===== src/design/mice_pkg.sv =====
package mice_pkg;

  localparam int unsigned InWidth  = 112;
  localparam int unsigned OutWidth = 80;

  localparam logic [7:0] CH_0      = 8'h30;
  localparam logic [7:0] CH_9      = 8'h39;
  localparam logic [7:0] CH_A      = 8'h41;
  localparam logic [7:0] CH_K      = 8'h4B;
  localparam logic [7:0] CH_L      = 8'h4C;
  localparam logic [7:0] CH_P      = 8'h50;
  localparam logic [7:0] CH_Z      = 8'h5A;
  localparam logic [7:0] CH_SLASH  = 8'h2F;
  localparam logic [7:0] CH_BSLASH = 8'h5C;

  localparam logic [7:0] INFO_BIAS = 8'd28;
  localparam logic [7:0] SYM_BIAS  = 8'd33;
  localparam logic [8:0] SYM_SHIFT = 9'd63;   // alternate table: code - 33 + 96
  localparam logic [7:0] SYM_MAX   = 8'd189;

  localparam logic [3:0] MSG_EMERGENCY = 4'd0;
  localparam logic [3:0] MSG_STD_BASE  = 4'd8;
  localparam logic [3:0] MSG_CUS_BASE  = 4'd15;
  localparam logic [3:0] MSG_INVALID   = 4'd15;

  typedef enum logic [1:0] {
    KIND_DIGIT,
    KIND_STD,
    KIND_CUS,
    KIND_BAD
  } mice_kind_e;

  typedef struct packed {
    logic [47:0] dest;
    logic [47:0] info;
    logic [7:0]  sym_code;
    logic [7:0]  sym_table;
  } mice_in_t;

  typedef struct packed {
    logic [5:0][3:0] digit;
    logic            south;
    logic            offset;
    logic            west;
    logic [3:0]      msg;
    logic            err;
    logic [5:0][7:0] b;
    logic [7:0]      sym;
    logic            overlay;
  } mice_s1_t;

  typedef struct packed {
    logic [6:0] p0;
    logic [6:0] p1;
    logic [6:0] p2;
    logic [7:0] deg;
    logic [5:0] min;
    logic [6:0] hun;
    logic [7:0] b3;
    logic [7:0] b5;
    logic [4:0] q;
    logic [3:0] r;
    logic       south;
    logic       west;
    logic [3:0] msg;
    logic [7:0] sym;
    logic       overlay;
    logic       err;
  } mice_s2_t;

  typedef struct packed {
    logic        err;
    logic        overlay;
    logic [7:0]  sym;
    logic [3:0]  msg;
    logic [9:0]  crs;
    logic [9:0]  spd;
    logic        west;
    logic [6:0]  hun;
    logic [5:0]  min;
    logic [7:0]  deg;
    logic        south;
    logic [19:0] lat;
  } mice_out_t;

  function automatic mice_kind_e mice_char_kind(input logic [7:0] c);
    priority if ((c >= CH_0 && c <= CH_9) || c == CH_L) return KIND_DIGIT;
    else if (c >= CH_P && c <= CH_Z) return KIND_STD;
    else if (c >= CH_A && c <= CH_K) return KIND_CUS;
    else return KIND_BAD;
  endfunction

  function automatic logic [3:0] mice_char_digit(input logic [7:0] c, input mice_kind_e k);
    logic [7:0] d;
    unique case (k)
      KIND_DIGIT: d = (c == CH_L) ? 8'd0 : c - CH_0;
      KIND_STD:   d = c - CH_P;
      KIND_CUS:   d = c - CH_A;
      default:    d = 8'd0;
    endcase
    // Z and K land on ten and wrap to zero
    if (d >= 8'd10) d = d - 8'd10;
    return d[3:0];
  endfunction

endpackage


===== src/design/mice_classify.sv =====
module mice_classify import mice_pkg::*; (
  input  logic     clk_i,
  input  logic     rst_ni,
  input  logic     valid_i,
  output logic     ready_o,
  input  mice_in_t data_i,
  output logic     valid_o,
  input  logic     ready_i,
  output mice_s1_t data_o
);

  logic     valid_q;
  mice_s1_t data_q, data_d;
  mice_kind_e [5:0] kind;

  always_comb begin
    logic [7:0] ch;
    logic [7:0] v;
    logic       std_seen, cus_seen, bad_seen;
    logic [2:0] bits;
    data_d = '0;
    for (int i = 0; i < 6; i++) begin
      ch = data_i.dest[8*(5-i) +: 8];
      kind[i] = mice_char_kind(ch);
      data_d.digit[i] = mice_char_digit(ch, kind[i]);
      if (kind[i] == KIND_BAD) data_d.err = 1'b1;
      if (i >= 3 && kind[i] == KIND_CUS) data_d.err = 1'b1;
    end
    data_d.south  = (kind[3] == KIND_DIGIT) || (kind[3] == KIND_CUS);
    data_d.offset = (kind[4] == KIND_STD);
    data_d.west   = (kind[5] == KIND_STD);

    // message bits: first character is the most significant
    std_seen = (kind[0] == KIND_STD) || (kind[1] == KIND_STD) || (kind[2] == KIND_STD);
    cus_seen = (kind[0] == KIND_CUS) || (kind[1] == KIND_CUS) || (kind[2] == KIND_CUS);
    bad_seen = (kind[0] == KIND_BAD) || (kind[1] == KIND_BAD) || (kind[2] == KIND_BAD);
    bits = {(kind[0] == KIND_STD) || (kind[0] == KIND_CUS),
            (kind[1] == KIND_STD) || (kind[1] == KIND_CUS),
            (kind[2] == KIND_STD) || (kind[2] == KIND_CUS)};
    priority if (bad_seen || (std_seen && cus_seen)) data_d.msg = MSG_INVALID;
    else if (bits == 3'd0) data_d.msg = MSG_EMERGENCY;
    else if (std_seen) data_d.msg = MSG_STD_BASE - 4'(bits);
    else data_d.msg = MSG_CUS_BASE - 4'(bits);

    // remove the info byte bias, low bytes count as zero
    for (int i = 0; i < 6; i++) begin
      v = data_i.info[8*(5-i) +: 8];
      if (v < INFO_BIAS) begin
        data_d.err = 1'b1;
        data_d.b[i] = 8'd0;
      end else begin
        data_d.b[i] = v - INFO_BIAS;
      end
    end

    if (data_i.sym_table == CH_SLASH) begin
      if (data_i.sym_code < SYM_BIAS) data_d.sym = 8'd0;
      else if (data_i.sym_code - SYM_BIAS > SYM_MAX) data_d.sym = SYM_MAX;
      else data_d.sym = data_i.sym_code - SYM_BIAS;
    end else begin
      if (9'(data_i.sym_code) + SYM_SHIFT > 9'(SYM_MAX)) data_d.sym = SYM_MAX;
      else data_d.sym = 8'(9'(data_i.sym_code) + SYM_SHIFT);
    end
    data_d.overlay = (data_i.sym_table != CH_SLASH) && (data_i.sym_table != CH_BSLASH);
  end

  assign ready_o = !valid_q || ready_i;

  always_ff @(posedge clk_i or negedge rst_ni) begin
    if (!rst_ni) begin
      valid_q <= 1'b0;
    end else if (ready_o) begin
      valid_q <= valid_i;
    end
  end

  always_ff @(posedge clk_i) begin
    if (valid_i && ready_o) data_q <= data_d;
  end

  assign valid_o = valid_q;
  assign data_o  = data_q;

endmodule


===== src/design/mice_combine.sv =====
module mice_combine import mice_pkg::*; (
  input  logic     clk_i,
  input  logic     rst_ni,
  input  logic     valid_i,
  output logic     ready_o,
  input  mice_s1_t data_i,
  output logic     valid_o,
  input  logic     ready_i,
  output mice_s2_t data_o
);

  logic     valid_q;
  mice_s2_t data_q, data_d;

  always_comb begin
    logic [8:0]  deg_sum;
    logic [7:0]  min_adj;
    logic [15:0] recip;
    logic [4:0]  q;
    logic [7:0]  rem;
    data_d = '0;
    data_d.p0 = 7'(7'(data_i.digit[0]) * 7'd10 + 7'(data_i.digit[1]));
    data_d.p1 = 7'(7'(data_i.digit[2]) * 7'd10 + 7'(data_i.digit[3]));
    data_d.p2 = 7'(7'(data_i.digit[4]) * 7'd10 + 7'(data_i.digit[5]));

    deg_sum = 9'(data_i.b[0]) + (data_i.offset ? 9'd100 : 9'd0);
    priority if (deg_sum >= 9'd180 && deg_sum <= 9'd189) data_d.deg = 8'(deg_sum - 9'd80);
    else if (deg_sum >= 9'd190 && deg_sum <= 9'd199) data_d.deg = 8'(deg_sum - 9'd190);
    else if (deg_sum > 9'd199) data_d.deg = 8'd199;
    else data_d.deg = deg_sum[7:0];

    min_adj = (data_i.b[1] >= 8'd60) ? data_i.b[1] - 8'd60 : data_i.b[1];
    data_d.min = (min_adj > 8'd59) ? 6'd59 : min_adj[5:0];
    data_d.hun = (data_i.b[2] > 8'd99) ? 7'd99 : data_i.b[2][6:0];

    // divide by ten through the reciprocal 205/2048, exact below 1029
    recip = 16'(data_i.b[4]) * 16'd205;
    q     = recip[15:11];
    rem   = data_i.b[4] - 8'(q) * 8'd10;
    data_d.q = q;
    data_d.r = rem[3:0];

    data_d.b3      = data_i.b[3];
    data_d.b5      = data_i.b[5];
    data_d.south   = data_i.south;
    data_d.west    = data_i.west;
    data_d.msg     = data_i.msg;
    data_d.sym     = data_i.sym;
    data_d.overlay = data_i.overlay;
    data_d.err     = data_i.err;
  end

  assign ready_o = !valid_q || ready_i;

  always_ff @(posedge clk_i or negedge rst_ni) begin
    if (!rst_ni) begin
      valid_q <= 1'b0;
    end else if (ready_o) begin
      valid_q <= valid_i;
    end
  end

  always_ff @(posedge clk_i) begin
    if (valid_i && ready_o) data_q <= data_d;
  end

  assign valid_o = valid_q;
  assign data_o  = data_q;

endmodule


===== src/design/mice_finish.sv =====
module mice_finish import mice_pkg::*; (
  input  logic      clk_i,
  input  logic      rst_ni,
  input  logic      valid_i,
  output logic      ready_o,
  input  mice_s2_t  data_i,
  output logic      valid_o,
  input  logic      ready_i,
  output mice_out_t data_o
);

  logic      valid_q;
  mice_out_t data_q, data_d;

  always_comb begin
    logic [11:0] spd;
    logic [10:0] crs;
    data_d = '0;
    data_d.lat = 20'(data_i.p0) * 20'd10000 + 20'(data_i.p1) * 20'd100 + 20'(data_i.p2);

    spd = 12'(data_i.b3) * 12'd10 + 12'(data_i.q);
    if (spd >= 12'd800) spd = spd - 12'd800;
    data_d.spd = (spd > 12'd799) ? 10'd799 : spd[9:0];

    crs = 11'(data_i.r) * 11'd100 + 11'(data_i.b5);
    if (crs >= 11'd400) crs = crs - 11'd400;
    data_d.crs = (crs > 11'd599) ? 10'd599 : crs[9:0];

    data_d.south   = data_i.south;
    data_d.deg     = data_i.deg;
    data_d.min     = data_i.min;
    data_d.hun     = data_i.hun;
    data_d.west    = data_i.west;
    data_d.msg     = data_i.msg;
    data_d.sym     = data_i.sym;
    data_d.overlay = data_i.overlay;
    data_d.err     = data_i.err;
  end

  assign ready_o = !valid_q || ready_i;

  always_ff @(posedge clk_i or negedge rst_ni) begin
    if (!rst_ni) begin
      valid_q <= 1'b0;
    end else if (ready_o) begin
      valid_q <= valid_i;
    end
  end

  always_ff @(posedge clk_i) begin
    if (valid_i && ready_o) data_q <= data_d;
  end

  assign valid_o = valid_q;
  assign data_o  = data_q;

endmodule


===== src/design/mic_e_position_decoder_core.sv =====
// Mic-E position decoder: one packet header (six destination characters, six
// info bytes, symbol code and table) in, one decoded position out. Three
// register stages (classify, combine, finish) accept one item every cycle
// while the output is taken; each stage takes a new item whenever it is
// empty or its successor takes its current one, so idle stages fill up even
// while the output register holds a result that is not yet taken.
module mic_e_position_decoder_core import mice_pkg::*; (
  input  logic                clk_i,
  input  logic                rst_ni,
  input  logic                s_axis_tvalid_i,
  output logic                s_axis_tready_o,
  // dest_chars[47:0], info_chars[95:48], symbol_code[103:96], symbol_table[111:104]
  input  logic [InWidth-1:0]  s_axis_tdata_i,
  output logic                m_axis_tvalid_o,
  input  logic                m_axis_tready_i,
  // lat_ddmmhh[19:0], lat_south[20], lon_degrees[28:21], lon_minutes[34:29],
  // lon_hundredths[41:35], lon_west[42], speed_knots[52:43],
  // course_degrees[62:53], message_code[66:63], symbol_id[74:67],
  // has_overlay[75], format_error[76], zero[79:77]
  output logic [OutWidth-1:0] m_axis_tdata_o
);

  mice_in_t  in_item;
  mice_s1_t  s1_data;
  mice_s2_t  s2_data;
  mice_out_t out_data;
  logic      s1_valid, s1_ready, s2_valid, s2_ready;

  assign in_item.dest      = s_axis_tdata_i[47:0];
  assign in_item.info      = s_axis_tdata_i[95:48];
  assign in_item.sym_code  = s_axis_tdata_i[103:96];
  assign in_item.sym_table = s_axis_tdata_i[111:104];

  mice_classify u_classify (
    .clk_i   (clk_i),
    .rst_ni  (rst_ni),
    .valid_i (s_axis_tvalid_i),
    .ready_o (s_axis_tready_o),
    .data_i  (in_item),
    .valid_o (s1_valid),
    .ready_i (s1_ready),
    .data_o  (s1_data)
  );

  mice_combine u_combine (
    .clk_i   (clk_i),
    .rst_ni  (rst_ni),
    .valid_i (s1_valid),
    .ready_o (s1_ready),
    .data_i  (s1_data),
    .valid_o (s2_valid),
    .ready_i (s2_ready),
    .data_o  (s2_data)
  );

  mice_finish u_finish (
    .clk_i   (clk_i),
    .rst_ni  (rst_ni),
    .valid_i (s2_valid),
    .ready_o (s2_ready),
    .data_i  (s2_data),
    .valid_o (m_axis_tvalid_o),
    .ready_i (m_axis_tready_i),
    .data_o  (out_data)
  );

  assign m_axis_tdata_o = {3'b000, out_data};

  a_accept_fills_s1 : assert property (@(posedge clk_i) disable iff (!rst_ni)
    s_axis_tvalid_i && s_axis_tready_o |=> s1_valid)
    else $error("accepted item did not reach the first stage");

  a_lat_range : assert property (@(posedge clk_i) disable iff (!rst_ni)
    m_axis_tvalid_o |-> out_data.lat <= 20'd999999)
    else $error("latitude digits out of range");

  a_lon_range : assert property (@(posedge clk_i) disable iff (!rst_ni)
    m_axis_tvalid_o |-> out_data.deg <= 8'd199 && out_data.min <= 6'd59
                        && out_data.hun <= 7'd99)
    else $error("longitude field out of range");

  a_motion_range : assert property (@(posedge clk_i) disable iff (!rst_ni)
    m_axis_tvalid_o |-> out_data.spd <= 10'd799 && out_data.crs <= 10'd599
                        && out_data.sym <= SYM_MAX)
    else $error("speed, course or symbol out of range");

endmodule


===== config.mk =====
export PLATFORM = sky130hd
export DESIGN_NAME = mic_e_position_decoder_core
export DESIGN_NICKNAME = d
export VERILOG_FILES = /design/src/design/mice_pkg.sv /design/src/design/mice_classify.sv /design/src/design/mice_combine.sv /design/src/design/mice_finish.sv /design/src/design/mic_e_position_decoder_core.sv
export SDC_FILE = /design/constraint.sdc
export NUM_CORES = 1
export LEC_CHECK = 0
export BUFFER_PORTS_ARGS = -buffer_cell sky130_fd_sc_hd__buf_2
export CORE_MARGIN = 2
export CORE_UTILIZATION = 65
export CTS_CLUSTER_DIAMETER = 40
export DETAILED_ROUTE_END_ITERATION = 8
export MAX_ROUTING_LAYER = met4
export PLACE_DENSITY = 0.91
export SETUP_SLACK_MARGIN = 0.2
export SLEW_MARGIN = 0
export SYNTH_ARGS = -nofsm -noshare
export SYNTH_HDL_FRONTEND = slang
export SYNTH_HIERARCHICAL = 1
export SYNTH_SLANG_ARGS = --single-unit

===== constraint.sdc =====
create_clock -name clk_i -period 7.1 [get_ports clk_i]
set_input_delay 1.42 -clock clk_i [delete_from_list [all_inputs] [get_ports clk_i]]
set_output_delay 1.42 -clock clk_i [all_outputs]
set_load 0.01 [all_outputs]

## Word level (Yosys, flattened, before mapping)

Index checks and enable logic that the tools add are counted.

- Add/subtract/negate cells: 48
- Multiply operators: 9
- $lt $le $gt $ge: 63
- Eq/ne operators: 27
- Mux-type cells: 50
- Reduce and logical (&&, ||, !) cells: 56

Operators with widths:

| cell | count |
|---|---|
| 8-bit one-hot mux with 3 select lines | 6 |
| 8-bit 2-to-1 mux | 14 |
| 8-bit by 7-bit subtractor with 8-bit output, second input constant | 13 |
| 8-bit by 7-bit >= comparator with 1-bit output, second input constant | 12 |
| 8-bit by 7-bit less-or-equal comparator with 1-bit output, second input constant | 12 |
| 8-bit by 6-bit subtractor with 8-bit output, second input constant | 8 |
| 8-bit by 6-bit >= comparator with 1-bit output, second input constant | 7 |
| 8-bit by 7-bit == test with 1-bit output, second input constant | 6 |
| 8-bit by 4-bit >= comparator with 1-bit output, second input constant | 6 |
| 8-bit by 6-bit less-or-equal comparator with 1-bit output, second input constant | 6 |
| 8-bit by 5-bit < comparator with 1-bit output, second input constant | 6 |
| 8-bit by 5-bit subtractor with 8-bit output, second input constant | 6 |
| 4-bit 2-to-1 mux | 8 |
| 1-bit logical AND | 25 |
| 2-bit == test, second input constant | 12 |
| 2-bit 2-to-1 mux | 12 |
| 4-bit subtractor, second input constant | 6 |
| 7-bit by 4-bit adder with 7-bit output | 3 |
| 20-bit by 14-bit adder with 20-bit output | 1 |
| 20-bit by 7-bit adder with 20-bit output | 1 |
| 1-bit logical OR | 20 |
| 9-bit by 8-bit >= comparator with 1-bit output, second input constant | 2 |
| 9-bit by 8-bit > comparator with 1-bit output, second input constant | 2 |
| 9-bit by 8-bit less-or-equal comparator with 1-bit output, second input constant | 2 |
| other kinds (36) | 57 |

- Register bits: 252
- Input bits: 116
- Output and inout bits: 82
- Logic and storage cells: 303

## Depth between registers and ports, before layout

Gate-level depths: netlist of run 1.

- Depth after elaboration: 10
- Gate-level depth with buffers: 19
- Depth with buffers taken out: 19

## By module

Netlist of run 1, hierarchy kept.

By module, submodules not included:

| module | instances | cells an instance | area each (um^2) | sequential area each (um^2) |
|---|---|---|---|---|
| mice_classify | 1 | 868 | 7963.9 | 2697.6 |
| mice_finish | 1 | 586 | 6478.7 | 2337.2 |
| mice_combine | 1 | 389 | 5094.9 | 2517.4 |
| mic_e_position_decoder_core | 1 | 4 | 26.3 | 0.0 |

## Least setup slack after synthesis of run 1

No wires, ideal clock.

- Kind: reg-to-reg
- Start point: reg u_classify.data_q, in the netlist u_classify/data_o[43]
- End point: reg u_combine.data_q, in the netlist u_combine/data_o[19] (data pin)
- Setup time: 262 ps
- Data arrival time: 4172 ps
- Required time: 6838 ps
- Path slack: 2667 ps
- Cell stages (with the launch flop): 19
- Path buffers: 0
- Period minus slack after synthesis: 4433 ps
- Path through: edfxtp_1 -> ha_1 -> xor2_1 -> ha_1 -> fa_1 -> inv_1 -> fa_1 -> inv_1 -> ha_1 -> a21oi_1 -> o21ai_1 -> a21oi_1 -> xnor2_1 -> ha_1 -> inv_1 -> fa_1 -> xnor2_1 -> xnor2_1 -> xnor2_1

RTL lines:

| element | line | text |
|---|---|---|
| start, declared | mice_classify.sv:13 | `mice_s1_t data_q, data_d;` |
| start signal, assigned | mice_classify.sv:78 | `if (valid_i && ready_o) data_q <= data_d;` |
| end signal, assigned | mice_combine.sv:64 | `if (valid_i && ready_o) data_q <= data_d;` |
| end, declared | mice_combine.sv:13 | `mice_s2_t data_q, data_d;` |

==> results of run 1 <==
==> cells by family (layout without fill, tap and decap cells) <==
group	count (synthesis)	count (layout)
xor+xnor	115	115
compound gates	414	414
other cells	1	5
mux	19	19
buf+inv	198	433
simple gates	539	539
flops	252	252
fa+ha+maj	309	309
==> flip-flops by register name, summed over array words and instances (netlist names) <==
register            flops
u_combine/valid_o       1
u_finish/valid_o        1
u_classify/data_o      89
u_finish/data_o        77
u_classify/valid_o      1
u_combine/data_o       83
==> routing by layer <==
metal  part of all wire [%]  vias up  wire length (um)
li1                       -     7233                 -
met1                     42     7022             17400
met2                     49      591             20100
met3                    6.9       91              2840
met4                    2.3        0               965
met5                      0        -                 0
==> cell usage after synthesis, drive strengths merged (28+ instances only) <==
| cell | count | area (sq um) |
|---|---|---|
| o21ai | 82 | 410 |
| and2 | 28 | 175 |
| a21o | 31 | 233 |
| xnor2 | 89 | 802 |
| nor2 | 113 | 427 |
| nor2b | 58 | 363 |
| edfxtp | 249 | 7480 |
| nor3 | 45 | 230 |
| inv | 171 | 642 |
| nand2b | 38 | 240 |
| nand2 | 101 | 379 |
| ha | 274 | 3430 |
| a21oi | 86 | 442 |
| fa | 35 | 701 |
==> path summary, 6_finish.rpt <==
check | start | end | slack (ns)
setup / recovery | u_classify/data_o[43] | u_combine/data_o[19] | 2.32
hold / removal | u_combine/data_o[62] | u_finish/data_o[0] | 0.41
setup reg to reg | u_classify/data_o[43] | u_combine/data_o[19] | 2.32
hold reg to reg | u_combine/data_o[62] | u_finish/data_o[0] | 0.41
max in group asynchronous | rst_ni | u_finish/valid_o | 6.29
min in group asynchronous | rst_ni | u_classify/valid_o | 0.70
==> power groups by stage <==
stage / clock network (W) / registers [W] / logic [W]
finish: 0.00165 / 0.00236 / 0.00514
global route: 0.00174 / 0.00239 / 0.00573
CTS: 0.00168 / 0.00236 / 0.00509
detailed placement: 0 / 0.00239 / 0.00499
global placement: 0 / 0.00238 / 0.00466
floorplan: 0 / 0.00242 / 0.00385
==> per-stage QoR <==
step	utilization (%)	hold WS [ns]	cell area [sq um]	cells	setup WS [ns]
6_report	74.5	0.410	22100	2476	2.32
5_1_grt	74.5	0.407	22100	2476	2.02
4_1_cts	74.5	0.405	22100	2474	2.35
3_5_place_dp	70.7	0.405	20900	2410	2.22
3_3_place_gp	70.7	0.400	20900	2410	2.37
2_1_floorplan	-	0.400	19600	1849	2.67
==> area by class of cell <==
class	count	area, sq um	area share [%]
Multi-Input combinational cell	1399	11300	51.0
Inverter	171	642	2.91
Clock inverter	24	189	0.856
Tap cell	390	488	2.21
Sequential cell	252	7550	34.2
Clock buffer	40	937	4.25
Timing Repair Buffer	198	1000	4.53
Antenna cell	2	5.00	0.0227
==> metrics.txt, run 1 <==
Worst Hold Depth=0; DRT Pass-1 Iters=6; first-pass GRT wire length=67000 um; status=finished, final reports clean; Slew Viols, Final=0; Synth cell types=103; met3 usage=4.11%; final setup TNS=0 ns; vias=14900; Slew @ Worst Pin=1.15 ns; Initial Util=66.0%; commonest non-fill, non-tap cell in the layout=ha_1; fmax=209 MHz; Clk pwr share=18.0%; main combinational cell family by area after synthesis=adder cells; Fin. Hold Viols=0; die area=0.0315 sq mm; XOR/XNOR share of the synthesized area=5.34%; max-cap violations=0; area delta synth->final=12.8%; gpl congestion=0.936; H-tree depth=2; Seq/Total Area, Yosys=38.6%; Total GRT Usage=26.7%; synthesized instance count=1847; Required @ worst endpoint=7.35 ns; R2R depth=18; final setup violating endpoints=0; met1 Use GR=33.1%; largest net degree at the start of global routing=84; Net Sw Frac=40.6%; CP Class=reg -> reg; compound-gate portion of the synthesized area=15.1%; delay-heaviest family, CP=adder cells; FILL cells=2008; initial antenna violation count=2; clk_skew=0.0133 ns; width of the chip=177 um; # hold bufs at CTS=0; Net count, final=2483; critical path launch point type=register; Total Power=0.00915 W; slowest CP cell=fa_1; TritonCTS clock tree=yes; slowest cell delay on critical path=0.53 ns; GRT overflow=0; P_sw=0.00371 W; Tcrit/Tclk final=67.3%; Slew Limit Headroom=23.1%; PostCTS Resize Cnt=0; stages on the worst setup path=18; WP data arrival=5.03 ns; Comb pwr share=56.2%; vias in the first global route=14300; Synth Area per Inst=10.6 sq um; Root Buffer=clkbuf_16; layout cells sized above 1=15.3%; CTS buffer count=36; Pwr Density=414 mW/mm^2; adder-cell share of the synthesized area=21.1%; Syn Std Cell Area=0.0196 sq mm; number of synthesized flops with an enable pin=249; mux cell area share after synthesis=0.991%; most frequent cells in the layout=274 x ha_1, 249 x edfxtp_1, 194 x buf_2, 170 x inv_1, 112 x nor2_1; vias per cell=6.03; port bufs=194; Routed Antenna Nets=0; post-CTS setup buffers=0; clk buf depth=3; DRC=0; part of the power in registers=25.8%; clk sinks=252; clock latency at the later pin of the worst-skew pair=0.51 ns; DRT Wirelength=41300 um; Most Crowded Layer GR=met2; Cell Chain, Critical Path=ha_1, xor2_1, ha_1, fa_1, inv_1, fa_1, inv_1, ha_1, a21oi_1, o21ai_1, a21oi_1, xnor2_1, ha_1, inv_1, fa_1, xnor2_1, xnor2_1, xnor2_1; height of the die=177 um; Critical Path End Type=register; Iter 0 DRT Violations=1390; synthesis warning total=6; Tmin final=4.78 ns; CP bufs+invs=3; Peak VDD IR=0.000351 V; P_leak=9.46 nW; unrepaired setup endpoints after global routing=false; met2 Use GR=45.3%; Reg clk slew, reported paths=0.06 ns; dpl hpwl=31000 um; row cnt=63; IO Count=198; Main synth FF type=edfxtp_1; WL/cell=16.7 um; crit path max fanout=4; HP Class=reg -> reg; Cell Int Power=0.00543 W; Core Area=0.0296 sq mm; FFs w/ async S/R, synth=1.19%; post-synthesis register bit count=252; Simple-Gate Fraction of Synth Area=14.9%
Note: power is estimated with default switching activity, not from simulation.
==> inputs of run 2 (changes only) <==
--- a/config.mk
+++ b/config.mk
@@ -5,13 +5,14 @@
 export SDC_FILE = /design/constraint.sdc
 export NUM_CORES = 1
 export LEC_CHECK = 0
+export ABC_AREA = 1
 export BUFFER_PORTS_ARGS = -buffer_cell sky130_fd_sc_hd__buf_2
 export CORE_MARGIN = 2
-export CORE_UTILIZATION = 65
+export CORE_UTILIZATION = 55
 export CTS_CLUSTER_DIAMETER = 40
 export DETAILED_ROUTE_END_ITERATION = 8
 export MAX_ROUTING_LAYER = met4
-export PLACE_DENSITY = 0.91
+export PLACE_DENSITY = 0.82
 export SETUP_SLACK_MARGIN = 0.2
 export SLEW_MARGIN = 0
 export SYNTH_ARGS = -nofsm -noshare
==> constraint.sdc (replaced) <==
create_clock -name clk_i -period 3.9 [get_ports clk_i]
set_input_delay 0.78 -clock clk_i [delete_from_list [all_inputs] [get_ports clk_i]]
set_output_delay 0.78 -clock clk_i [all_outputs]
set_load 0.01 [all_outputs]
==> run 2 against run 1 <==
  * Count of clock-buffer cells in the layout down 8
  * Fmax up 4.8%
  * The run now ends with negative setup slack left
  * Wire length up 11%
  * Critical endpoint is now u_finish/data_o[17]
  * Sequential share of layout area down 3.3 points
  * Clock power up 65%
  * Clock skew down 0.0032 ns
  * Non-clock buffer count up 112
  * Largest power group unchanged
==> metrics.txt, run 2 <==
status=finished with violations; failing checks=negative setup slack; vias per cell=5.31 (-12%); gpl congestion=0.929 (-0.67%); Root Buffer=clkbuf_16; die area=0.0387 sq mm (+23%); P_leak=12.0 nW (+26%); synthesis warning total=6 (unchanged); initial antenna violation count=0 (-2); Fin. Hold Viols=0 (unchanged); Post-synth top cells=510 x nand2_1, 394 x inv_1, 274 x ha_1, 249 x edfxtp_1, 182 x nand3_1; FILL cells=2838 (+41%); Reg clk slew, reported paths=0.06 ns (about the same); DRT Wirelength=45700 um (+11%); FFs w/ async S/R, synth=1.19% (unchanged); most frequent cells in the layout=487 x nand2_1, 385 x inv_1, 251 x ha_1, 249 x edfxtp_1, 194 x buf_2; unrepaired setup endpoints after global routing=true; clock latency at the later pin of the worst-skew pair=0.56 ns (+0.05 ns); Core Area=0.0366 sq mm (+24%); Synth cell types=62 (-40%); Net count, final=3115 (+25%); worst setup margin=-0.658 ns (-2.98 ns); Routed Antenna Nets=0 (unchanged); Synth Area per Inst=8.66 sq um (-18%); reg-to-reg endpoint=u_finish/data_o[17]; synthesized instance count=2359 (+28%); R2R depth=18 (unchanged); row cnt=70 (+11%); GRT overflow=0 (unchanged); Required @ worst endpoint=4.21 ns (-3.14 ns); Total Power=0.0220 W (+140%); TritonCTS clock tree=yes; HP Class=reg -> reg; count leader, synth=nand2_1; layout cells sized above 1=22.2% (+6.9 points); DRT Pass-1 Iters=6 (unchanged); CP Class=reg -> reg; Pwr Density=901 mW/mm^2 (+120%); n_diodes=0 (-2); vias=16900 (+13%); width of the chip=197 um (+11%); Tcrit/Tclk final=117% (+50 points); Peak VDD IR=0.00103 V (+190%); commonest non-fill, non-tap cell in the layout=nand2_1; clk buf depth=3 (unchanged); Tmin final=4.56 ns (-0.218 ns); Syn Std Cell Area=0.0204 sq mm (+4.4%); Total GRT Usage=23.4% (-3.3 points); post-layout util=66.8% (-7.7 points); area delta synth->final=19.7%; number of synthesized flops with an enable pin=249 (unchanged); WP data arrival=4.87 ns (-0.16 ns); max-cap violations=0 (unchanged); CTS buffer count=30 (-17%); post-synthesis register bit count=252 (unchanged); Critical Path End Type=register; dpl hpwl=34300 um (+11%); Main synth FF type=edfxtp_1; fmax=219 MHz (+4.8%); clk_skew=0.0101 ns (-0.00318 ns); post-synth top area share=36.6% (-1.6 points); Area contributors post-synth=edfxtp_1 37%, ha_1 17%, nand2_1 9.4%; IO Count=198 (unchanged); critical path launch point type=register; Seq/Total Area, Yosys=37.0% (-1.6 points); DRC=0 (unchanged); hold path endpoint=u_finish/data_o[65]; Critical R2R Launch=u_combine/data_o[78]; largest net degree at the start of global routing=90 (+7.1%); WL/cell=14.4 um (-14%); Slew @ Worst Pin=0.836 ns (-0.318 ns); crit path max fanout=5 (+1); H-tree depth=1 (-1); Slew Viols, Final=0 (unchanged); Initial Util=55.8% (-10 points); Synth area leader=edfxtp_1; dpl ws=-0.622 ns (-2.84 ns); max reg flops=89 (unchanged); height of the die=197 um (+11%); final setup violating endpoints=12 (+12); clk sinks=252 (unchanged); FF-to-FF setup slack=-0.66 ns (-2.98 ns); Worst Hold Depth=0 (unchanged); Iter 0 DRT Violations=801 (-42%); Slew Limit Headroom=43.8% (+21 points); hold path start=u_combine/data_o[12]; vias in the first global route=16400 (+15%); port bufs=194 (unchanged); first-pass GRT wire length=73700 um (+9.9%)
-- run 2: worst max-delay path, stage by stage, from the launching register on --
cell	delay, ns
edfxtp_1	0.49
fa_1	0.54
inv_1	0.06
fa_1	0.54
inv_1	0.05
ha_1	0.32
ha_4	0.27
a21oi_1	0.18
o21ai_1	0.12
xor2_1	0.16
ha_1	0.32
ha_4	0.30
nand4_1	0.14
buf_4	0.17
o221ai_2	0.16
nor2_1	0.08
nor2_2	0.18
nand2_1	0.09
xor2_1	0.14
-- run 2: final cells by class --
type	instances	area [sq um]	area share [%]
well taps	468	586	2.40
clock inverters	22	230	0.942
clock buffers	32	758	3.10
flip-flops and latches	252	7550	30.9
inverters	412	1550	6.35
multi-input cells	1684	11900	48.6
repair buffers	310	1890	7.74
-- run 2: kinds of logic (layout without fill, tap and decap cells) --
logic type | Yosys count | count (layout) | share of synthesized area, %
AND/OR/NAND/NOR | 1038 | 1039 | 24.0
buffers and inverters | 426 | 776 | 8.09
adder cells (fa/ha/maj) | 309 | 309 | 20.2
flip-flops | 252 | 252 | 37.0
AO/OA/AOI/OAI | 242 | 242 | 6.77
XOR/XNOR | 90 | 90 | 3.93
other | 1 | 3 | 0.0184
multiplexers | 1 | 1 | 0.0490
-- run 2: what timing repair did --
action / 4_1_cts / 5_1_grt
cloned: 0 / 1
endpoints found under the hold margin: 3 / 0
hold buffers: 1 / 0
pin swaps: 42 / 58
buffers inserted: 27 / 12
resized for setup: 25 / 73
setup endpoints to repair: 23 / 37
-- run 2: per-layer routing --
layer	up-vias	GRT usage, %	share of wire (%)
li1	8484	-	-
met1	7870	27.3	41
met2	449	42.4	51
met3	98	2.82	4.6
met4	0	6.96	2.7
met5	-	-	0
-- run 2: stage by stage --
stage / setup TNS, ns / area, sq um / cells / hold WS [ns]
finish: -4.93 / 24400 / 3180 / 0.414
global route: -7.47 / 24400 / 3180 / 0.421
CTS: -4.50 / 24000 / 3167 / 0.418
detailed placement: -3.80 / 22700 / 3085 / 0.405
global placement: -2.45 / 22700 / 3085 / 0.401
floorplan: -1.27 / 20600 / 2361 / 0.400
-- run 2: how the worst max path moves through the flow --
stage	endpoint	startpoint	slack (ns)
after floorplan	u_finish/data_o[19]	u_combine/data_o[71]	-0.32
after global placement	u_finish/data_o[19]	u_combine/data_o[71]	-0.46
after detailed placement	u_finish/data_o[19]	u_combine/data_o[71]	-0.62
after CTS	u_finish/data_o[19]	u_combine/data_o[71]	-0.62
after global routing	u_finish/data_o[17]	u_combine/data_o[72]	-0.89
final	u_finish/data_o[17]	u_combine/data_o[78]	-0.66
-- run 2: power breakdown --
part           total (W)  internal, W  leakage, nW  switching [W]
Combinational     0.0150      0.00678         9.09        0.00823
Sequential       0.00430      0.00410         2.39       0.000206
Clock            0.00272      0.00158        0.493        0.00114
==> inputs of run 3 (changes only) <==
--- a/config.mk
+++ b/config.mk
@@ -8,11 +8,11 @@
 export ABC_AREA = 1
 export BUFFER_PORTS_ARGS = -buffer_cell sky130_fd_sc_hd__buf_2
 export CORE_MARGIN = 2
-export CORE_UTILIZATION = 55
+export CORE_UTILIZATION = 61
 export CTS_CLUSTER_DIAMETER = 40
 export DETAILED_ROUTE_END_ITERATION = 8
 export MAX_ROUTING_LAYER = met4
-export PLACE_DENSITY = 0.82
+export PLACE_DENSITY = 0.86
 export SETUP_SLACK_MARGIN = 0.2
 export SLEW_MARGIN = 0
 export SYNTH_ARGS = -nofsm -noshare
==> constraint.sdc (replaced) <==
create_clock -name clk_i -period 4.9 [get_ports clk_i]
set_input_delay 0 -clock clk_i [delete_from_list [all_inputs] [get_ports clk_i]]
set_output_delay 0 -clock clk_i [all_outputs]
set_load 0.01 [all_outputs]
==> run 3 against run 2 <==
  * Largest cell class unchanged
  * Total power down 34%
  * Highest routed layer unchanged
  * First-iteration DRC count is 43% higher
  * The flow now finishes without violations
  * Via count is 1.6% higher
  * Non-clock buffer count is 7 higher
==> metrics.txt, run 3 (synthesized netlist as in run 2, its figures left out) <==
part of the power in registers=23.8% (+4.3 points); Initial Util=61.4% (+5.6 points); Total Power=0.0146 W (-34%); FILL cells=2330 (-18%); Tmin final=4.60 ns (+0.0423 ns); met3 usage=2.95% (+0.12 points); P_leak=11.8 nW (-1.0%); clock latency at the later pin of the worst-skew pair=0.56 ns (about the same); CTS buffer count=29 (-3.3%); worst setup margin=0.300 ns (+0.958 ns); TritonCTS clock tree=yes; first-pass GRT wire length=78600 um (+6.6%); status=finished, final reports clean; clk_skew=0.0117 ns (+0.00166 ns); GRT overflow=0 (unchanged); Cell Chain, Critical Path=ha_4, xor2_2, ha_1, fa_1, inv_1, fa_1, inv_1, ha_4, nand2_1, nand2_1, a31oi_2, nand3_2, nand2_4, ha_4, inv_1, fa_2, xor2_2, nand3_1, nand2_1, nand2_1, nand2_1, inv_1; dpl ws=0.0239 ns (+0.646 ns); Required @ worst endpoint=5.22 ns (+1.01 ns); Iter 0 DRT Violations=1146 (+43%); WL/cell=15.1 um (+5.4%); vias=17200 (+1.6%); Tcrit/Tclk final=93.9% (-23 points); non-filler cells, final=3166 (-0.44%); most frequent cells in the layout=507 x nand2_1, 393 x inv_1, 264 x ha_1, 249 x edfxtp_1, 194 x buf_2; slowest cell delay on critical path=0.53 ns (about the same); Net Sw Frac=44.4% (+0.87 points); clk buf depth=3 (unchanged); CP Class=reg -> reg; Clk pwr share=15.2% (+2.8 points); critical path launch point type=register; height of the die=187 um (-4.9%); vias per cell=5.43 (+2.1%); port bufs=194 (unchanged); Cell Int Power=0.00810 W (-35%); Routed Antenna Nets=0 (unchanged); largest net degree at the start of global routing=84 (-6.7%); crit path max fanout=4 (-1); DRT Pass-1 Iters=6 (unchanged); Root Buffer=clkbuf_16; Total GRT Usage=27.7% (+4.3 points); final setup TNS=0 ns (+4.93 ns); gpl congestion=0.930 (about the same); DRT Wirelength=47900 um (+4.9%); most frequent CP cell=nand2_1; HP Class=in -> reg; Critical Path End Type=register; vias in the first global route=17100 (+4.2%); row cnt=67 (-4.3%); unrepaired setup endpoints after global routing=false; initial antenna violation count=0 (unchanged); DRC=0 (unchanged); n_diodes=0 (unchanged); hold path endpoint=u_classify/data_o[69]; fmax=217 MHz (-0.92%); met1 Use GR=31.4% (+4.1 points); width of the chip=187 um (-4.9%); reg-to-reg endpoint=u_combine/data_o[19]; Pwr Density=599 mW/mm^2 (-34%); hold path start=s_axis_tdata_i[32]; placed insts=2996 (-2.9%); Fin. Hold Viols=0 (unchanged); dpl hpwl=34400 um (+0.18%); Most Crowded Layer GR=met2; Slew @ Worst Pin=1.14 ns (+0.308 ns); commonest non-fill, non-tap cell in the layout=nand2_1; Peak VDD IR=0.000631 V (-39%); hold slack=0.0202 ns (-0.394 ns); FF-to-FF setup slack=0.30 ns (+0.96 ns); Net count, final=3120 (+0.16%); max reg flops=89 (unchanged); final setup violating endpoints=0 (-12); Core Area=0.0333 sq mm (-9.1%); Reg clk slew, reported paths=0.06 ns (about the same); Slew Limit Headroom=23.7% (-20 points); clk sinks=252 (unchanged); R2R depth=22 (+4); IO Count=198 (unchanged); Comb pwr share=61.0% (-7.1 points); max-cap violations=0 (unchanged); area delta synth->final=19.0%; layout cells sized above 1=16.4% (-5.8 points); P_sw=0.00646 W (-33%); H-tree depth=1 (unchanged); WP data arrival=4.92 ns (+0.05 ns); Worst Hold Depth=4 (+4); slowest CP cell=fa_1; die area=0.0350 sq mm (-9.6%); met2 Use GR=51.1% (+8.7 points); Critical R2R Launch=u_classify/data_o[43]; Slew Viols, Final=0 (unchanged)
run 3: cell types whose count changed in the layout (fill, tap and decap cells not counted), moves of 7 or more:
cell and change:
nand2_1 +20, inv_1 +8, nand2_4 -7, nand2_2 -14
dlygate4sd3_1 +99, ha_4 -13, inv_2 -7, nand3_2 -8
nand3_1 +10, buf_4 -84, ha_1 +13
run 3: power by group through the flow:
stage | sequential [W] | clock, W | combinational [W]
2_1_floorplan | 0.00355 | 0 | 0.00604
3_3_place_gp | 0.00348 | 0 | 0.00756
3_5_place_dp | 0.00350 | 0 | 0.00792
4_1_cts | 0.00346 | 0.00224 | 0.00829
5_1_grt | 0.00349 | 0.00233 | 0.0100
6_report | 0.00346 | 0.00222 | 0.00888
run 3: area by class of cell:
cell class	count	area, sq um	area share [%]
Multi-Input combinational cell	1683	11500	47.3
Sequential cell	252	7550	31.1
Timing Repair Buffer	317	2140	8.83
Inverter	412	1550	6.37
Clock buffer	32	737	3.03
Tap cell	448	561	2.31
Clock inverter	22	258	1.06
run 3: how the worst max path moves through the flow:
stage          cells after the start                   end             startpoint
2_1_floorplan                     21   u_finish/data_o[19]   u_combine/data_o[71]
3_3_place_gp                      21   u_finish/data_o[19]   u_combine/data_o[71]
3_5_place_dp                      21   u_finish/data_o[19]   u_combine/data_o[71]
4_1_cts                           22  u_combine/data_o[19]  u_classify/data_o[43]
5_1_grt                           22  u_combine/data_o[19]  u_classify/data_o[42]
6_report                          22  u_combine/data_o[19]  u_classify/data_o[43]
run 3: layer usage:
metal	vias up	wire (um)
li1	8509	-
met1	7969	18800
met2	579	25100
met3	122	2520
met4	0	1470
met5	-	0
run 3: stage by stage:
stage | utilization (%) | cell area (sq um)
6_report | 73.0 | 24300
2_1_floorplan | - | 20400
4_1_cts | 72.2 | 24000
3_3_place_gp | 65.9 | 21900
3_5_place_dp | 65.9 | 21900
5_1_grt | 73.0 | 24300
run 3: worst max-delay path: cells and delay by family (launching register included):
family	cells	cell delay, ns
AOI/OAI and AO/OA	1	0.21
xor gates and xnor gates	2	0.32
adders and majority gates	7	2.37
buffers and inverters	4	0.21
DFF	1	0.52
and+or+nand+nor	8	0.72
run 3: what timing repair did:
item                                    CTS  global route
cloned                                    0             0
pin swaps                                 3            30
hold endpoints to repair                 73             0
resized for setup                         5            38
endpoints found under the setup margin    4             5
hold buffers                            100             0
setup buffers                             7             9
